<file path="config.mk">
export PLATFORM = sky130hd
export DESIGN_NAME = gpio_bank_set_clear_registers_unit_flat
export DESIGN_NICKNAME = d
export VERILOG_FILES = /design/src/rtl/gbsc_pkg.sv /design/src/rtl/gbsc_in_if.sv /design/src/rtl/gbsc_out_if.sv /design/src/rtl/gbsc_front.sv /design/src/rtl/gbsc_fifo.sv /design/src/rtl/gbsc_back.sv /design/src/rtl/gpio_bank_set_clear_registers_unit.sv /design/src/flat_wrapper.sv
export SDC_FILE = /design/constraint.sdc
export NUM_CORES = 1
export LEC_CHECK = 0
export ABC_CLOCK_PERIOD_IN_PS = 31900
export BUFFER_PORTS_ARGS = -buffer_cell sky130_fd_sc_hd__clkbuf_2
export CORE_MARGIN = 3
export CORE_UTILIZATION = 48
export DETAILED_ROUTE_END_ITERATION = 12
export PLACE_DENSITY = 0.76
export SLEW_MARGIN = 20
export SYNTH_ARGS = -nofsm -noshare
export SYNTH_HDL_FRONTEND = slang
export SYNTH_SLANG_ARGS = --single-unit
</file>
<file path="constraint.sdc">
create_clock -name clk_i -period 31.9 [get_ports clk_i]
set_input_delay 3.19 -clock clk_i [delete_from_list [all_inputs] [get_ports clk_i]]
set_output_delay 3.19 -clock clk_i [all_outputs]
set_load 0.005 [all_outputs]
</file>
<file path="src/rtl/gbsc_pkg.sv">
package gbsc_pkg;

  localparam int unsigned DATA_W       = 32;
  localparam int unsigned SEL_W        = 5;
  localparam int unsigned PIN_COUNT    = 32;
  localparam int unsigned DIVIDER_BITS = 14;
  localparam int unsigned QUEUE_DEPTH  = 2;

  typedef enum logic [SEL_W-1:0] {
    REG_OWN_SET, REG_OWN_CLR, REG_OWN_STAT,
    REG_OE_SET,  REG_OE_CLR,  REG_OE_STAT,
    REG_LVL_SET, REG_LVL_CLR, REG_LVL_STAT,
    REG_FLT_SET, REG_FLT_CLR, REG_FLT_STAT,
    REG_DEB_SET, REG_DEB_CLR, REG_DEB_STAT,
    REG_OD_SET,  REG_OD_CLR,  REG_OD_STAT,
    REG_PU_EN,   REG_PU_DIS,  REG_PU_STAT,
    REG_PD_SET,  REG_PD_CLR,  REG_PD_STAT,
    REG_SEL_ONE, REG_SEL_TWO, REG_SCHMITT, REG_DIVIDER,
    REG_PIN_DATA, REG_IRQ_DIS, REG_LEGACY_A, REG_LEGACY_B
  } reg_e;

  typedef enum logic [2:0] {
    OP_NOP, OP_SET, OP_CLR, OP_WRITE, OP_READ
  } op_e;

  typedef enum logic [3:0] {
    TGT_OWN, TGT_OE, TGT_LVL, TGT_FLT, TGT_DEB, TGT_OD, TGT_PU, TGT_PD,
    TGT_SEL_ONE, TGT_SEL_TWO, TGT_SCHMITT, TGT_DIVIDER, TGT_PADS, TGT_NONE
  } tgt_e;

  typedef struct packed {
    op_e               op;
    tgt_e              tgt;
    logic [DATA_W-1:0] data;
    logic [DATA_W-1:0] pads;
  } cmd_t;

endpackage

</file>
<file path="src/rtl/gbsc_in_if.sv">
interface gbsc_in_if import gbsc_pkg::*; ();
  logic              valid;
  logic              ready;
  logic              action;
  logic [SEL_W-1:0]  reg_select;
  logic [DATA_W-1:0] write_data;
  logic [DATA_W-1:0] pad_levels;

  modport source (output valid, action, reg_select, write_data, pad_levels, input ready);
  modport sink   (input valid, action, reg_select, write_data, pad_levels, output ready);
endinterface

</file>
<file path="src/rtl/gbsc_out_if.sv">
interface gbsc_out_if import gbsc_pkg::*; ();
  logic              valid;
  logic              ready;
  logic [DATA_W-1:0] read_data;
  logic [DATA_W-1:0] pad_out_level;
  logic [DATA_W-1:0] pad_out_enable;
  logic [DATA_W-1:0] pull_up_on;
  logic [DATA_W-1:0] pull_down_on;
  logic [DATA_W-1:0] filter_on;
  logic [DATA_W-1:0] periph_sel_low;
  logic [DATA_W-1:0] periph_sel_high;

  modport source (
    output valid, read_data, pad_out_level, pad_out_enable, pull_up_on,
           pull_down_on, filter_on, periph_sel_low, periph_sel_high,
    input  ready
  );
  modport sink (
    input  valid, read_data, pad_out_level, pad_out_enable, pull_up_on,
           pull_down_on, filter_on, periph_sel_low, periph_sel_high,
    output ready
  );
endinterface

</file>
<file path="src/rtl/gbsc_front.sv">
module gbsc_front import gbsc_pkg::*; (
  gbsc_in_if.sink in_i,
  output logic    push_valid_o,
  output cmd_t    push_cmd_o,
  input  logic    push_ready_i
);

  op_e  op;
  tgt_e tgt;
  logic wr;

  assign wr = in_i.action;

  // Classify access: status read, word regs read/write, set/clear pairs update.
  always_comb begin
    op  = OP_NOP;
    tgt = TGT_NONE;
    case (reg_e'(in_i.reg_select))
      REG_OWN_SET:  begin tgt = TGT_OWN; op = wr ? OP_SET : OP_NOP; end
      REG_OWN_CLR:  begin tgt = TGT_OWN; op = wr ? OP_CLR : OP_NOP; end
      REG_OWN_STAT: begin tgt = TGT_OWN; op = wr ? OP_NOP : OP_READ; end
      REG_OE_SET:   begin tgt = TGT_OE;  op = wr ? OP_SET : OP_NOP; end
      REG_OE_CLR:   begin tgt = TGT_OE;  op = wr ? OP_CLR : OP_NOP; end
      REG_OE_STAT:  begin tgt = TGT_OE;  op = wr ? OP_NOP : OP_READ; end
      REG_LVL_SET:  begin tgt = TGT_LVL; op = wr ? OP_SET : OP_NOP; end
      REG_LVL_CLR:  begin tgt = TGT_LVL; op = wr ? OP_CLR : OP_NOP; end
      REG_LVL_STAT: begin tgt = TGT_LVL; op = wr ? OP_NOP : OP_READ; end
      REG_FLT_SET:  begin tgt = TGT_FLT; op = wr ? OP_SET : OP_NOP; end
      REG_FLT_CLR:  begin tgt = TGT_FLT; op = wr ? OP_CLR : OP_NOP; end
      REG_FLT_STAT: begin tgt = TGT_FLT; op = wr ? OP_NOP : OP_READ; end
      REG_DEB_SET:  begin tgt = TGT_DEB; op = wr ? OP_SET : OP_NOP; end
      REG_DEB_CLR:  begin tgt = TGT_DEB; op = wr ? OP_CLR : OP_NOP; end
      REG_DEB_STAT: begin tgt = TGT_DEB; op = wr ? OP_NOP : OP_READ; end
      REG_OD_SET:   begin tgt = TGT_OD;  op = wr ? OP_SET : OP_NOP; end
      REG_OD_CLR:   begin tgt = TGT_OD;  op = wr ? OP_CLR : OP_NOP; end
      REG_OD_STAT:  begin tgt = TGT_OD;  op = wr ? OP_NOP : OP_READ; end
      // pull-up state is stored inverted: enable clears, disable sets
      REG_PU_EN:    begin tgt = TGT_PU;  op = wr ? OP_CLR : OP_NOP; end
      REG_PU_DIS:   begin tgt = TGT_PU;  op = wr ? OP_SET : OP_NOP; end
      REG_PU_STAT:  begin tgt = TGT_PU;  op = wr ? OP_NOP : OP_READ; end
      REG_PD_SET:   begin tgt = TGT_PD;  op = wr ? OP_SET : OP_NOP; end
      REG_PD_CLR:   begin tgt = TGT_PD;  op = wr ? OP_CLR : OP_NOP; end
      REG_PD_STAT:  begin tgt = TGT_PD;  op = wr ? OP_NOP : OP_READ; end
      REG_SEL_ONE:  begin tgt = TGT_SEL_ONE; op = wr ? OP_WRITE : OP_READ; end
      REG_SEL_TWO:  begin tgt = TGT_SEL_TWO; op = wr ? OP_WRITE : OP_READ; end
      REG_SCHMITT:  begin tgt = TGT_SCHMITT; op = wr ? OP_WRITE : OP_READ; end
      REG_DIVIDER:  begin tgt = TGT_DIVIDER; op = wr ? OP_WRITE : OP_READ; end
      REG_PIN_DATA: begin tgt = TGT_PADS;    op = wr ? OP_NOP : OP_READ; end
      REG_IRQ_DIS:  begin tgt = TGT_NONE;    op = OP_NOP; end
      REG_LEGACY_A: begin tgt = TGT_SEL_ONE; op = wr ? OP_CLR : OP_NOP; end
      REG_LEGACY_B: begin tgt = TGT_SEL_ONE; op = wr ? OP_SET : OP_NOP; end
      default:      begin tgt = TGT_NONE;    op = OP_NOP; end
    endcase
  end

  assign push_valid_o    = in_i.valid;
  assign push_cmd_o.op   = op;
  assign push_cmd_o.tgt  = tgt;
  assign push_cmd_o.data = in_i.write_data;
  assign push_cmd_o.pads = in_i.pad_levels;
  assign in_i.ready      = push_ready_i;

endmodule

</file>
<file path="src/rtl/gbsc_fifo.sv">
module gbsc_fifo import gbsc_pkg::*; #(
  parameter int unsigned Depth = QUEUE_DEPTH
) (
  input  logic clk_i,
  input  logic rst_ni,
  input  logic push_valid_i,
  input  cmd_t push_cmd_i,
  output logic push_ready_o,
  output logic pop_valid_o,
  output cmd_t pop_cmd_o,
  input  logic pop_ready_i
);

  localparam int unsigned PtrW = (Depth > 1) ? $clog2(Depth) : 1;
  localparam int unsigned CntW = $clog2(Depth + 1);
  localparam logic [PtrW-1:0] LastPtr = PtrW'(Depth - 1);
  localparam logic [CntW-1:0] FullCnt = CntW'(Depth);

  cmd_t            mem_q [Depth];
  logic [PtrW-1:0] wr_ptr_q, wr_ptr_d;
  logic [PtrW-1:0] rd_ptr_q, rd_ptr_d;
  logic [CntW-1:0] cnt_q, cnt_d;
  logic            push, pop;

  assign push_ready_o = (cnt_q != FullCnt);
  assign pop_valid_o  = (cnt_q != '0);
  assign pop_cmd_o    = mem_q[rd_ptr_q];
  assign push         = push_valid_i && push_ready_o;
  assign pop          = pop_valid_o && pop_ready_i;

  always_comb begin
    wr_ptr_d = wr_ptr_q;
    rd_ptr_d = rd_ptr_q;
    cnt_d    = cnt_q;
    if (push) begin
      wr_ptr_d = (wr_ptr_q == LastPtr) ? '0 : wr_ptr_q + 1'b1;
    end
    if (pop) begin
      rd_ptr_d = (rd_ptr_q == LastPtr) ? '0 : rd_ptr_q + 1'b1;
    end
    if (push && !pop) begin
      cnt_d = cnt_q + 1'b1;
    end else if (pop && !push) begin
      cnt_d = cnt_q - 1'b1;
    end
  end

  always_ff @(posedge clk_i or negedge rst_ni) begin
    if (!rst_ni) begin
      wr_ptr_q <= '0;
      rd_ptr_q <= '0;
      cnt_q    <= '0;
    end else begin
      wr_ptr_q <= wr_ptr_d;
      rd_ptr_q <= rd_ptr_d;
      cnt_q    <= cnt_d;
    end
  end

  always_ff @(posedge clk_i) begin
    if (push) begin
      mem_q[wr_ptr_q] <= push_cmd_i;
    end
  end

endmodule

</file>
<file path="src/rtl/gbsc_back.sv">
module gbsc_back import gbsc_pkg::*; #(
  parameter int unsigned PinCount    = PIN_COUNT,
  parameter int unsigned DividerBits = DIVIDER_BITS
) (
  input  logic        clk_i,
  input  logic        rst_ni,
  input  logic        pop_valid_i,
  input  cmd_t        pop_cmd_i,
  output logic        pop_ready_o,
  gbsc_out_if.source  out_o
);

  typedef logic [PinCount-1:0] pins_t;

  pins_t own_q, own_d, oe_q, oe_d, lvl_q, lvl_d, flt_q, flt_d;
  pins_t deb_q, deb_d, od_q, od_d, pu_off_q, pu_off_d, pd_q, pd_d;
  pins_t sel1_q, sel1_d, sel2_q, sel2_d, sch_q, sch_d;
  logic [DividerBits-1:0] div_q, div_d;

  logic              out_valid_q;
  logic              exec;
  logic [DATA_W-1:0] rd;
  pins_t             wm;

  logic [DATA_W-1:0] rd_q, lvl_o_q, oe_o_q, pu_o_q, pd_o_q, flt_o_q, sl_o_q, sh_o_q;

  function automatic pins_t apply(op_e op, pins_t cur, pins_t m);
    pins_t r;
    case (op)
      OP_SET:   r = cur | m;
      OP_CLR:   r = cur & ~m;
      OP_WRITE: r = m;
      default:  r = cur;
    endcase
    return r;
  endfunction

  // Take the next beat whenever the output register is free or being drained.
  assign pop_ready_o = !out_valid_q || out_o.ready;
  assign exec        = pop_valid_i && pop_ready_o;
  assign wm          = pop_cmd_i.data[PinCount-1:0];

  always_comb begin
    own_d    = own_q;
    oe_d     = oe_q;
    lvl_d    = lvl_q;
    flt_d    = flt_q;
    deb_d    = deb_q;
    od_d     = od_q;
    pu_off_d = pu_off_q;
    pd_d     = pd_q;
    sel1_d   = sel1_q;
    sel2_d   = sel2_q;
    sch_d    = sch_q;
    div_d    = div_q;
    if (exec) begin
      case (pop_cmd_i.tgt)
        TGT_OWN:     own_d    = apply(pop_cmd_i.op, own_q, wm);
        TGT_OE:      oe_d     = apply(pop_cmd_i.op, oe_q, wm);
        TGT_LVL:     lvl_d    = apply(pop_cmd_i.op, lvl_q, wm);
        TGT_FLT:     flt_d    = apply(pop_cmd_i.op, flt_q, wm);
        TGT_DEB:     deb_d    = apply(pop_cmd_i.op, deb_q, wm);
        TGT_OD:      od_d     = apply(pop_cmd_i.op, od_q, wm);
        TGT_PU:      pu_off_d = apply(pop_cmd_i.op, pu_off_q, wm);
        TGT_PD:      pd_d     = apply(pop_cmd_i.op, pd_q, wm);
        TGT_SEL_ONE: sel1_d   = apply(pop_cmd_i.op, sel1_q, wm);
        TGT_SEL_TWO: sel2_d   = apply(pop_cmd_i.op, sel2_q, wm);
        TGT_SCHMITT: sch_d    = apply(pop_cmd_i.op, sch_q, wm);
        TGT_DIVIDER: begin
          if (pop_cmd_i.op == OP_WRITE) begin
            div_d = pop_cmd_i.data[DividerBits-1:0];
          end
        end
        default: ;
      endcase
    end
  end

  // Reads leave state untouched, so the current value is the answer.
  always_comb begin
    rd = '0;
    if (pop_cmd_i.op == OP_READ) begin
      case (pop_cmd_i.tgt)
        TGT_OWN:     rd = DATA_W'(own_q);
        TGT_OE:      rd = DATA_W'(oe_q);
        TGT_LVL:     rd = DATA_W'(lvl_q);
        TGT_FLT:     rd = DATA_W'(flt_q);
        TGT_DEB:     rd = DATA_W'(deb_q);
        TGT_OD:      rd = DATA_W'(od_q);
        TGT_PU:      rd = DATA_W'(pu_off_q);
        TGT_PD:      rd = DATA_W'(pd_q);
        TGT_SEL_ONE: rd = DATA_W'(sel1_q);
        TGT_SEL_TWO: rd = DATA_W'(sel2_q);
        TGT_SCHMITT: rd = DATA_W'(sch_q);
        TGT_DIVIDER: rd = DATA_W'(div_q);
        TGT_PADS:    rd = DATA_W'(pop_cmd_i.pads[PinCount-1:0]);
        default:     rd = '0;
      endcase
    end
  end

  always_ff @(posedge clk_i or negedge rst_ni) begin
    if (!rst_ni) begin
      own_q       <= '1;
      oe_q        <= '0;
      lvl_q       <= '0;
      flt_q       <= '0;
      deb_q       <= '0;
      od_q        <= '0;
      pu_off_q    <= '0;
      pd_q        <= '0;
      sel1_q      <= '0;
      sel2_q      <= '0;
      sch_q       <= '0;
      div_q       <= '0;
      out_valid_q <= 1'b0;
    end else begin
      own_q       <= own_d;
      oe_q        <= oe_d;
      lvl_q       <= lvl_d;
      flt_q       <= flt_d;
      deb_q       <= deb_d;
      od_q        <= od_d;
      pu_off_q    <= pu_off_d;
      pd_q        <= pd_d;
      sel1_q      <= sel1_d;
      sel2_q      <= sel2_d;
      sch_q       <= sch_d;
      div_q       <= div_d;
      if (exec) begin
        out_valid_q <= 1'b1;
      end else if (out_o.ready) begin
        out_valid_q <= 1'b0;
      end
    end
  end

  // Result beat shows the pad controls after the access has taken effect.
  always_ff @(posedge clk_i) begin
    if (exec) begin
      rd_q    <= rd;
      lvl_o_q <= DATA_W'(lvl_d);
      oe_o_q  <= DATA_W'(own_d & oe_d & ~(od_d & lvl_d));
      pu_o_q  <= DATA_W'(~pu_off_d);
      pd_o_q  <= DATA_W'(pd_d);
      flt_o_q <= DATA_W'(flt_d);
      sl_o_q  <= DATA_W'(sel1_d);
      sh_o_q  <= DATA_W'(sel2_d);
    end
  end

  assign out_o.valid           = out_valid_q;
  assign out_o.read_data       = rd_q;
  assign out_o.pad_out_level   = lvl_o_q;
  assign out_o.pad_out_enable  = oe_o_q;
  assign out_o.pull_up_on      = pu_o_q;
  assign out_o.pull_down_on    = pd_o_q;
  assign out_o.filter_on       = flt_o_q;
  assign out_o.periph_sel_low  = sl_o_q;
  assign out_o.periph_sel_high = sh_o_q;

endmodule

</file>
<file path="src/rtl/gpio_bank_set_clear_registers_unit.sv">
// Channel  Dir  Beat
// in_i     in   one bus access: action, reg_select, write_data, pad_levels
// out_o    out  one result: read_data plus the pad control words after the access
//
// One access per cycle sustained while out_o takes every result; an access is
// decoded into the command queue, then executed in the register bank.
// While the output is stalled, the command queue holds QueueDepth accesses behind
// the waiting result; once it is full in_i.ready drops, and it rises again the
// cycle after the output takes a beat.
// Reset is asynchronous: ownership resets to all ones, every other word to zero.
module gpio_bank_set_clear_registers_unit import gbsc_pkg::*; #(
  parameter int unsigned PinCount    = PIN_COUNT,
  parameter int unsigned DividerBits = DIVIDER_BITS,
  parameter int unsigned QueueDepth  = QUEUE_DEPTH
) (
  input  logic       clk_i,
  input  logic       rst_ni,
  gbsc_in_if.sink    in_i,
  gbsc_out_if.source out_o
);

  logic push_valid, push_ready, pop_valid, pop_ready;
  cmd_t push_cmd, pop_cmd;

  gbsc_front u_front (
    .in_i         (in_i),
    .push_valid_o (push_valid),
    .push_cmd_o   (push_cmd),
    .push_ready_i (push_ready)
  );

  gbsc_fifo #(
    .Depth (QueueDepth)
  ) u_fifo (
    .clk_i        (clk_i),
    .rst_ni       (rst_ni),
    .push_valid_i (push_valid),
    .push_cmd_i   (push_cmd),
    .push_ready_o (push_ready),
    .pop_valid_o  (pop_valid),
    .pop_cmd_o    (pop_cmd),
    .pop_ready_i  (pop_ready)
  );

  gbsc_back #(
    .PinCount    (PinCount),
    .DividerBits (DividerBits)
  ) u_back (
    .clk_i       (clk_i),
    .rst_ni      (rst_ni),
    .pop_valid_i (pop_valid),
    .pop_cmd_i   (pop_cmd),
    .pop_ready_o (pop_ready),
    .out_o       (out_o)
  );

endmodule

</file>
<file path="src/flat_wrapper.sv">
// flat-port wrapper written by rule: the top's interface ports become plain ports
module gpio_bank_set_clear_registers_unit_flat import gbsc_pkg::*;
#(
  parameter int unsigned PinCount    = PIN_COUNT,
  parameter int unsigned DividerBits = DIVIDER_BITS,
  parameter int unsigned QueueDepth  = QUEUE_DEPTH
)
  (clk_i, rst_ni, in_i_valid, in_i_action, in_i_reg_select, in_i_write_data, in_i_pad_levels, in_i_ready, out_o_valid, out_o_read_data, out_o_pad_out_level, out_o_pad_out_enable, out_o_pull_up_on, out_o_pull_down_on, out_o_filter_on, out_o_periph_sel_low, out_o_periph_sel_high, out_o_ready);
  gbsc_in_if in_i_i ();
  gbsc_out_if out_o_i ();
  input  logic clk_i;
  input  logic rst_ni;
  input wire logic [$bits(in_i_i.valid)-1:0] in_i_valid;
  input wire logic [$bits(in_i_i.action)-1:0] in_i_action;
  input wire logic [$bits(in_i_i.reg_select)-1:0] in_i_reg_select;
  input wire logic [$bits(in_i_i.write_data)-1:0] in_i_write_data;
  input wire logic [$bits(in_i_i.pad_levels)-1:0] in_i_pad_levels;
  output wire logic [$bits(in_i_i.ready)-1:0] in_i_ready;
  output wire logic [$bits(out_o_i.valid)-1:0] out_o_valid;
  output wire logic [$bits(out_o_i.read_data)-1:0] out_o_read_data;
  output wire logic [$bits(out_o_i.pad_out_level)-1:0] out_o_pad_out_level;
  output wire logic [$bits(out_o_i.pad_out_enable)-1:0] out_o_pad_out_enable;
  output wire logic [$bits(out_o_i.pull_up_on)-1:0] out_o_pull_up_on;
  output wire logic [$bits(out_o_i.pull_down_on)-1:0] out_o_pull_down_on;
  output wire logic [$bits(out_o_i.filter_on)-1:0] out_o_filter_on;
  output wire logic [$bits(out_o_i.periph_sel_low)-1:0] out_o_periph_sel_low;
  output wire logic [$bits(out_o_i.periph_sel_high)-1:0] out_o_periph_sel_high;
  input wire logic [$bits(out_o_i.ready)-1:0] out_o_ready;
  assign in_i_i.valid = in_i_valid;
  assign in_i_i.action = in_i_action;
  assign in_i_i.reg_select = in_i_reg_select;
  assign in_i_i.write_data = in_i_write_data;
  assign in_i_i.pad_levels = in_i_pad_levels;
  assign in_i_ready = in_i_i.ready;
  assign out_o_valid = out_o_i.valid;
  assign out_o_read_data = out_o_i.read_data;
  assign out_o_pad_out_level = out_o_i.pad_out_level;
  assign out_o_pad_out_enable = out_o_i.pad_out_enable;
  assign out_o_pull_up_on = out_o_i.pull_up_on;
  assign out_o_pull_down_on = out_o_i.pull_down_on;
  assign out_o_filter_on = out_o_i.filter_on;
  assign out_o_periph_sel_low = out_o_i.periph_sel_low;
  assign out_o_periph_sel_high = out_o_i.periph_sel_high;
  assign out_o_i.ready = out_o_ready;
  gpio_bank_set_clear_registers_unit #(.PinCount(PinCount), .DividerBits(DividerBits), .QueueDepth(QueueDepth)) u_core (.clk_i(clk_i), .rst_ni(rst_ni), .in_i(in_i_i), .out_o(out_o_i));
endmodule
</file>
# --- Word level (Yosys, flattened, before mapping) ---
# Memory sizes are Yosys's and may differ from the RTL's.
# Cells that the tools add are included.
totals:
  register_bits: 627
  mem_bits_rw: 142
  inputBits: 74
  output_inout_bits: 258
  wordCells: 179
  memories: 1
classes:
  add_sub_neg: 4
  eq_ne: 48
  n_mux: 44
  bitwise_logic: 28
  n_reduce_logical: 30
memory_table:
  columns: ["name", "depth", "width", "read_ports", "rd_clocked_by_memory_dff", "write_ports", "line", "text"]
  rows:
  - ["u_core.u_fifo.mem_q", 2, 71, 1, 0, 1, "gbsc_fifo.sv:19", "cmd_t mem_q [Depth];"]
op_table:
  columns: ["op", "count"]
  rows:
  - ["$pmux W32 S3", 11]
  - ["$mux W32", 18]
  - ["$and A32 B32 Y32", 14]
  - ["$pmux W32 S13", 1]
  - ["$or A32 B32 Y32", 11]
  - ["$not A32 Y32", 3]
  - ["$eq A5 B5 Y1 const B", 16]
  - ["$pmux W4 S14", 1]
  - ["$eq A5 B4 Y1 const B", 8]
  - ["$reduce_or A3 Y1", 9]
  - ["$reduce_or A9 Y1", 3]
  - ["$eq A4 B4 Y1 const B", 5]
  - ["$eq A5 B3 Y1 const B", 4]
  - ["$eq A4 B3 Y1 const B", 4]
  - ["$pmux W3 S5", 1]
  - ["$eq A5 B2 Y1 const B", 2]
  - ["$reduce_and A3 Y1", 3]
  - ["$eq A4 B2 Y1 const B", 2]
  - ["$mux W1", 7]
  - ["$eq A3 B2 Y1 const B", 2]
  - ["$mux W2", 3]
  - ["$mux W3", 2]
  - ["$reduce_bool A2 Y1", 3]
  - ["$eq A5 B1 Y1 const B", 1]
  - ["14 further kinds", 20]

# --- Logic depth before layout (Yosys ltp) ---
# An unclocked memory read counts as a cell.
depth:
  depth_word: 9
  depth_mapped: 11
  mapped_depth_nobuf: 7

# --- Hierarchy ---
# From an unflattened synthesis, not the netlist that was laid out.
hier_totals:
  cells_unflattened: 2838
  hier_area_um2: 34295.4
modules_own_cells:
  columns: ["mod", "n_inst", "cells_per_inst", "area_each_um2", "seq_area_each_um2"]
  rows:
  - ["gbsc_back", 1, 2483, 27794.2, 16911.2]
  - ["gbsc_fifo", 1, 239, 5667.9, 4364.2]
  - ["gbsc_front", 1, 116, 833.3, 0.0]

# --- Least setup slack after synthesis ---
# No wires, ideal clock.
synth_timing:
  kind: "input to register"
  from: "in out_o_ready"
  to: "reg u_core.u_back.div_q[10]"
  setup_time_ns: 0.125
  t_arrival_ns: 17.106
  required_time_ns: 31.775
  path_slack_ns: 14.669
  stages: 5
  path_buffers: 1
  path_cell_list: "nor2b_1 > nor2_1 > nand4_1 > buf_2 > mux2_2"
synth_between:
  elab_chain_cells: 3
synth_rtl:
  columns: ["element", "line", "text"]
  rows:
  - ["start, declared", "flat_wrapper.sv:28", "input wire logic [$bits(out_o_i.ready)-1:0] out_o_ready;"]
  - ["$logic_or A1 B1 Y1", "gbsc_back.sv:39", "assign pop_ready_o = !out_valid_q || out_o.ready;"]
  - ["$logic_and A1 B1 Y1", "gbsc_back.sv:40", "assign exec = pop_valid_i && pop_ready_o;"]
  - ["via u_core.u_back.exec", "gbsc_back.sv:21", "logic exec;"]
  - ["$reduce_and A3 Y1 (no source line)", null, null]
  - ["end signal, assigned", "gbsc_back.sv:129", "div_q <= div_d;"]
  - ["end, declared", "gbsc_back.sv:18", "logic [DividerBits-1:0] div_q, div_d;"]
# The timed path passes the listed nets, and every way through them passes these cells.
# A chain may end at the register's enable or synchronous reset.

# --- Worst setup path after layout ---
layout_timing:
  from: "in out_o_ready"
  to: "reg u_core.u_back.oe_o_q[31], in the netlist u_core.u_back.out_o.pad_out_enable[31], data pin"
layout_between:
  elab_chain_cells: 6
  word_cells_on_any_way: 10
  cone_classes: "mux: 4; bitwise: 4; reduce/logical: 2"
layout_rtl:
  columns: ["element", "line", "text"]
  rows:
  - ["$logic_or A1 B1 Y1", "gbsc_back.sv:39", null]
  - ["$logic_and A1 B1 Y1", "gbsc_back.sv:40", null]
  - ["$mux W32", "gbsc_back.sv:56", "if (exec) begin"]
  - ["via u_core.u_back.lvl_d[31]", "gbsc_back.sv:15", "pins_t own_q, own_d, oe_q, oe_d, lvl_q, lvl_d, flt_q, flt_d;"]
  - ["$and A32 B32 Y32", "gbsc_back.sv:143", "oe_o_q <= DATA_W'(own_d & oe_d & ~(od_d & lvl_d));"]
  - ["$not A32 Y32", "gbsc_back.sv:143", null]
  - ["$and A32 B32 Y32", "gbsc_back.sv:143", null]
  - ["end signal, assigned", "gbsc_back.sv:143", null]
  - ["end, declared", "gbsc_back.sv:25", "logic [DATA_W-1:0] rd_q, lvl_o_q, oe_o_q, pu_o_q, pd_o_q, flt_o_q, sl_o_q, sh_o_q;"]
# The timed path passes the listed nets, and every way through them passes these cells.

==> run metrics <==
Top delay family on crit path simple AND/OR/NAND/NOR gates; WP buf/inv 2; Skew-Pair Late Insertion Delay 0.64 ns; worst slew pin tran 1.23 ns; full die area 72,200 sq um; CTS tree yes; Startpoint Class input port; largest net degree at the start of global routing 126; Mapped Cells 2,609; root buf cell clkbuf_16; CP Max Fanout 68; Ports 332; overflow left after global routing 0; cts bufs inserted 80; Post-CTS Resized 0; clk slew on worst S/H paths 0.06 ns; Cells after DPL 3,647; Layout Utilization 56.7%; number of distinct library cells after synthesis 75; fin nets 2,933; vias per cell 6.98; Mean Syn Cell Area 12.7 sq um; Die Height 269 um; largest family of logic cells by synthesized area compound AO/OA/AOI/OAI gates; Total Power 4.27 mW; drt pass-1 iters 7; initial DRC count 4,401; most frequent cells in the layout a21oi_1 (512), edfxtp_1 (398), dfrtp_1 (338); Post-Synth Simple-Gate Area 6.18%; worst endpoint required time 32.31 ns; CP peak stage delay 1.19 ns; fraction of registers with async set/reset 48.2%; status finished clean; CTS HTree Levels 3; post-CTS setup buffers 0; Final Slew Violations 0; worst rel slew slack 18.1%; global-route wire length before repair 168,000 um; DRT antenna net count 0; Synth Flop Type edfxtp_1; minimum clock period 6.03 ns; register bit count reported by yosys 769; unrepaired setup endpoints after global routing no; row count 95; Final HPWL DP 72,200 um; Critical-path top delay cell and3_2; post-synthesis xor/xnor area fraction 1.03%; Sink Count 769; Final Cycle Share 18.9%; Post-synth EDFFs 398; Detailed Route WL 117,000 um; placer congestion estimate 0.940; Final Hold Vio Count 0; Die W 269 um; cell area power density 111 nW/um^2; setup violators final 0; # DRC 0; most common cell after layout, fill and taps aside a21oi_1; worst hold path class reg2reg; synth warn 0; # Max-Cap Violations 0; core area 67,800 sq um; peak supply drop 78.7 uV; initial antenna violation count 5; area growth from synthesis to layout 15.9%; Netlist Area Pre-Place 33,100 sq um; Synth Net Count 2,684; Hold Slack 0.505 ns; Seq/Total Area, Yosys 64.2%; layout cells sized above 1 24.2%; vias in the first global route 25,900; multiplexer area fraction after synthesis 4.29%; fin cells 3,800; FMAX 166 MHz; PortBufs 331; Initial Util 48.9%; clk buf depth 3; compound-cell area share of the yosys netlist 20.7%; Crit Path Class in2reg; skew final 0.0396 ns; routed len/inst 30.8 um; Critical Path Sink Type flip-flop; setup total negative slack 0 ns; GRT Total Usage 31.6%; Post-Synth Adder-Cell Area 0.0378%; Leakage Power 15.0 nW; cell-by-cell listing of the critical path clkbuf_2 > nor2b_1 > nor3_2 > buf_4 > and3_2 > a21oi_1 > a2111oi_2; CTS hold repair buffers 0; Fillers 5,382; DR vias 26,500; WP data arrival 6.45 ns
-- path summary, 6_finish.rpt --
path,start,to,slack [ns],cells past startpoint
worst min-delay path,u_core.u_fifo.cnt_q[1],u_core.u_fifo.cnt_q[1],0.50,1
min in group asynchronous,rst_ni,u_core.u_back.sch_q[12],2.44,1
worst max register to register,u_core.u_fifo.rd_ptr_q,u_core.u_back.out_o.pad_out_enable[31],26.61,6
max in group asynchronous,rst_ni,u_core.u_back.oe_q[30],26.45,4
worst min register to register,u_core.u_fifo.cnt_q[1],u_core.u_fifo.cnt_q[1],0.50,1
worst max-delay path,out_o_ready,u_core.u_back.out_o.pad_out_enable[31],25.87,7
-- registers in the layout, summed over array words and instances, names as in the netlist, 2 cells and up --
name                                 flops
u_core.u_back.deb_q                     32
u_core.u_fifo.cnt_q                      2
u_core.u_back.out_o.periph_sel_high     32
u_core.u_fifo.mem_q                    142
u_core.u_back.out_o.periph_sel_low      32
u_core.u_back.out_o.pad_out_enable      32
u_core.u_back.pu_off_q                  32
u_core.u_back.out_o.pull_down_on        32
u_core.u_back.sel2_q                    32
u_core.u_back.own_q                     32
u_core.u_back.div_q                     14
u_core.u_back.sel1_q                    32
u_core.u_back.od_q                      32
u_core.u_back.lvl_q                     32
u_core.u_back.sch_q                     32
u_core.u_back.out_o.pad_out_level       32
u_core.u_back.flt_q                     32
u_core.u_back.out_o.pull_up_on          32
u_core.u_back.out_o.filter_on           32
u_core.u_back.pd_q                      32
u_core.u_back.oe_q                      32
u_core.u_back.out_o.read_data           32
-- layer usage --
layer  global-route usage, %  wire, um  vias up
met1                    40.9     41000    13000
met2                    47.5     52000     2358
li1                        -         -    10600
met3                    9.33     16400      513
met4                    18.5      7580        6
met5                       0        46        -
-- area by class of cell --
cell class,instances,area [sq um],share of cell area (%)
Antenna cell,2,5.00,0.0130
Multi-Input combinational cell,1576,10900,28.4
Clock inverter,38,470,1.23
Timing Repair Buffer,396,2190,5.69
Sequential cell,769,21300,55.4
Inverter,35,131,0.342
Tap cell,873,1090,2.85
Clock buffer,111,2330,6.08
-- power breakdown --
part | leakage [nW] | total [mW] | switching, mW | internal [mW]
sequential | 8.56 | 1.77 | 0.249 | 1.52
combinational | 5.10 | 1.51 | 1.04 | 0.464
clock | 1.38 | 0.994 | 0.400 | 0.595
total | 15.0 | 4.27 | 1.69 | 2.58
-- per-stage QoR --
step	worst slack (ns)	instance area, sq um
floorplan	14.67	33100
global placement	25.32	35500
detailed placement	25.21	35500
CTS	25.87	38300
global route	25.95	38400
finish	25.87	38400
-- cells in the mapped netlist (5+ instances only) --
library cell / instances / area (sq um)
a21o_1: 37 / 278
a221o_1: 7 / 70.1
nand2b_1: 9 / 56.3
a31oi_1: 17 / 106
clkbuf_1: 100 / 375
a22o_1: 17 / 149
nand3b_1: 5 / 37.5
mux2_2: 66 / 743
mux2i_1: 65 / 651
nand3_1: 42 / 210
and2_1: 36 / 225
a221oi_1: 20 / 175
buf_2: 102 / 510
buf_1: 17 / 63.8
o21ai_0: 60 / 300
edfxtp_1: 398 / 12000
nor3_1: 16 / 80.1
a2bb2oi_1: 34 / 298
and3_1: 10 / 62.6
or3_1: 34 / 213
buf_6: 6 / 67.6
a22oi_1: 59 / 443
a21oi_1: 513 / 2570
nor4_4: 5 / 106
dfrtp_1: 339 / 8480
xnor2_1: 34 / 298
nand2_1: 63 / 236
o22ai_1: 32 / 200
a2111oi_2: 32 / 480
o31a_1: 10 / 87.6
a222oi_1: 17 / 170
nor4_1: 32 / 200
nor2_1: 91 / 342
o221ai_1: 7 / 61.3
nor3b_1: 7 / 52.6
a41oi_1: 65 / 569
a32oi_1: 11 / 96.3
o2bb2ai_1: 47 / 412
and3b_1: 5 / 43.8
xor2_1: 5 / 43.8
dfstp_2: 32 / 841
o22a_1: 7 / 61.3
a32o_1: 7 / 70.1
inv_1: 35 / 131
-- kinds of logic after synthesis --
group,Yosys count
buffers and inverters,264
AOI/OAI and AO/OA,1025
xor gates and xnor gates,39
muxes,133
adders and majority gates,1
DFF,769
and+or+nand+nor,378
Power figures use the tool's default switching activity.
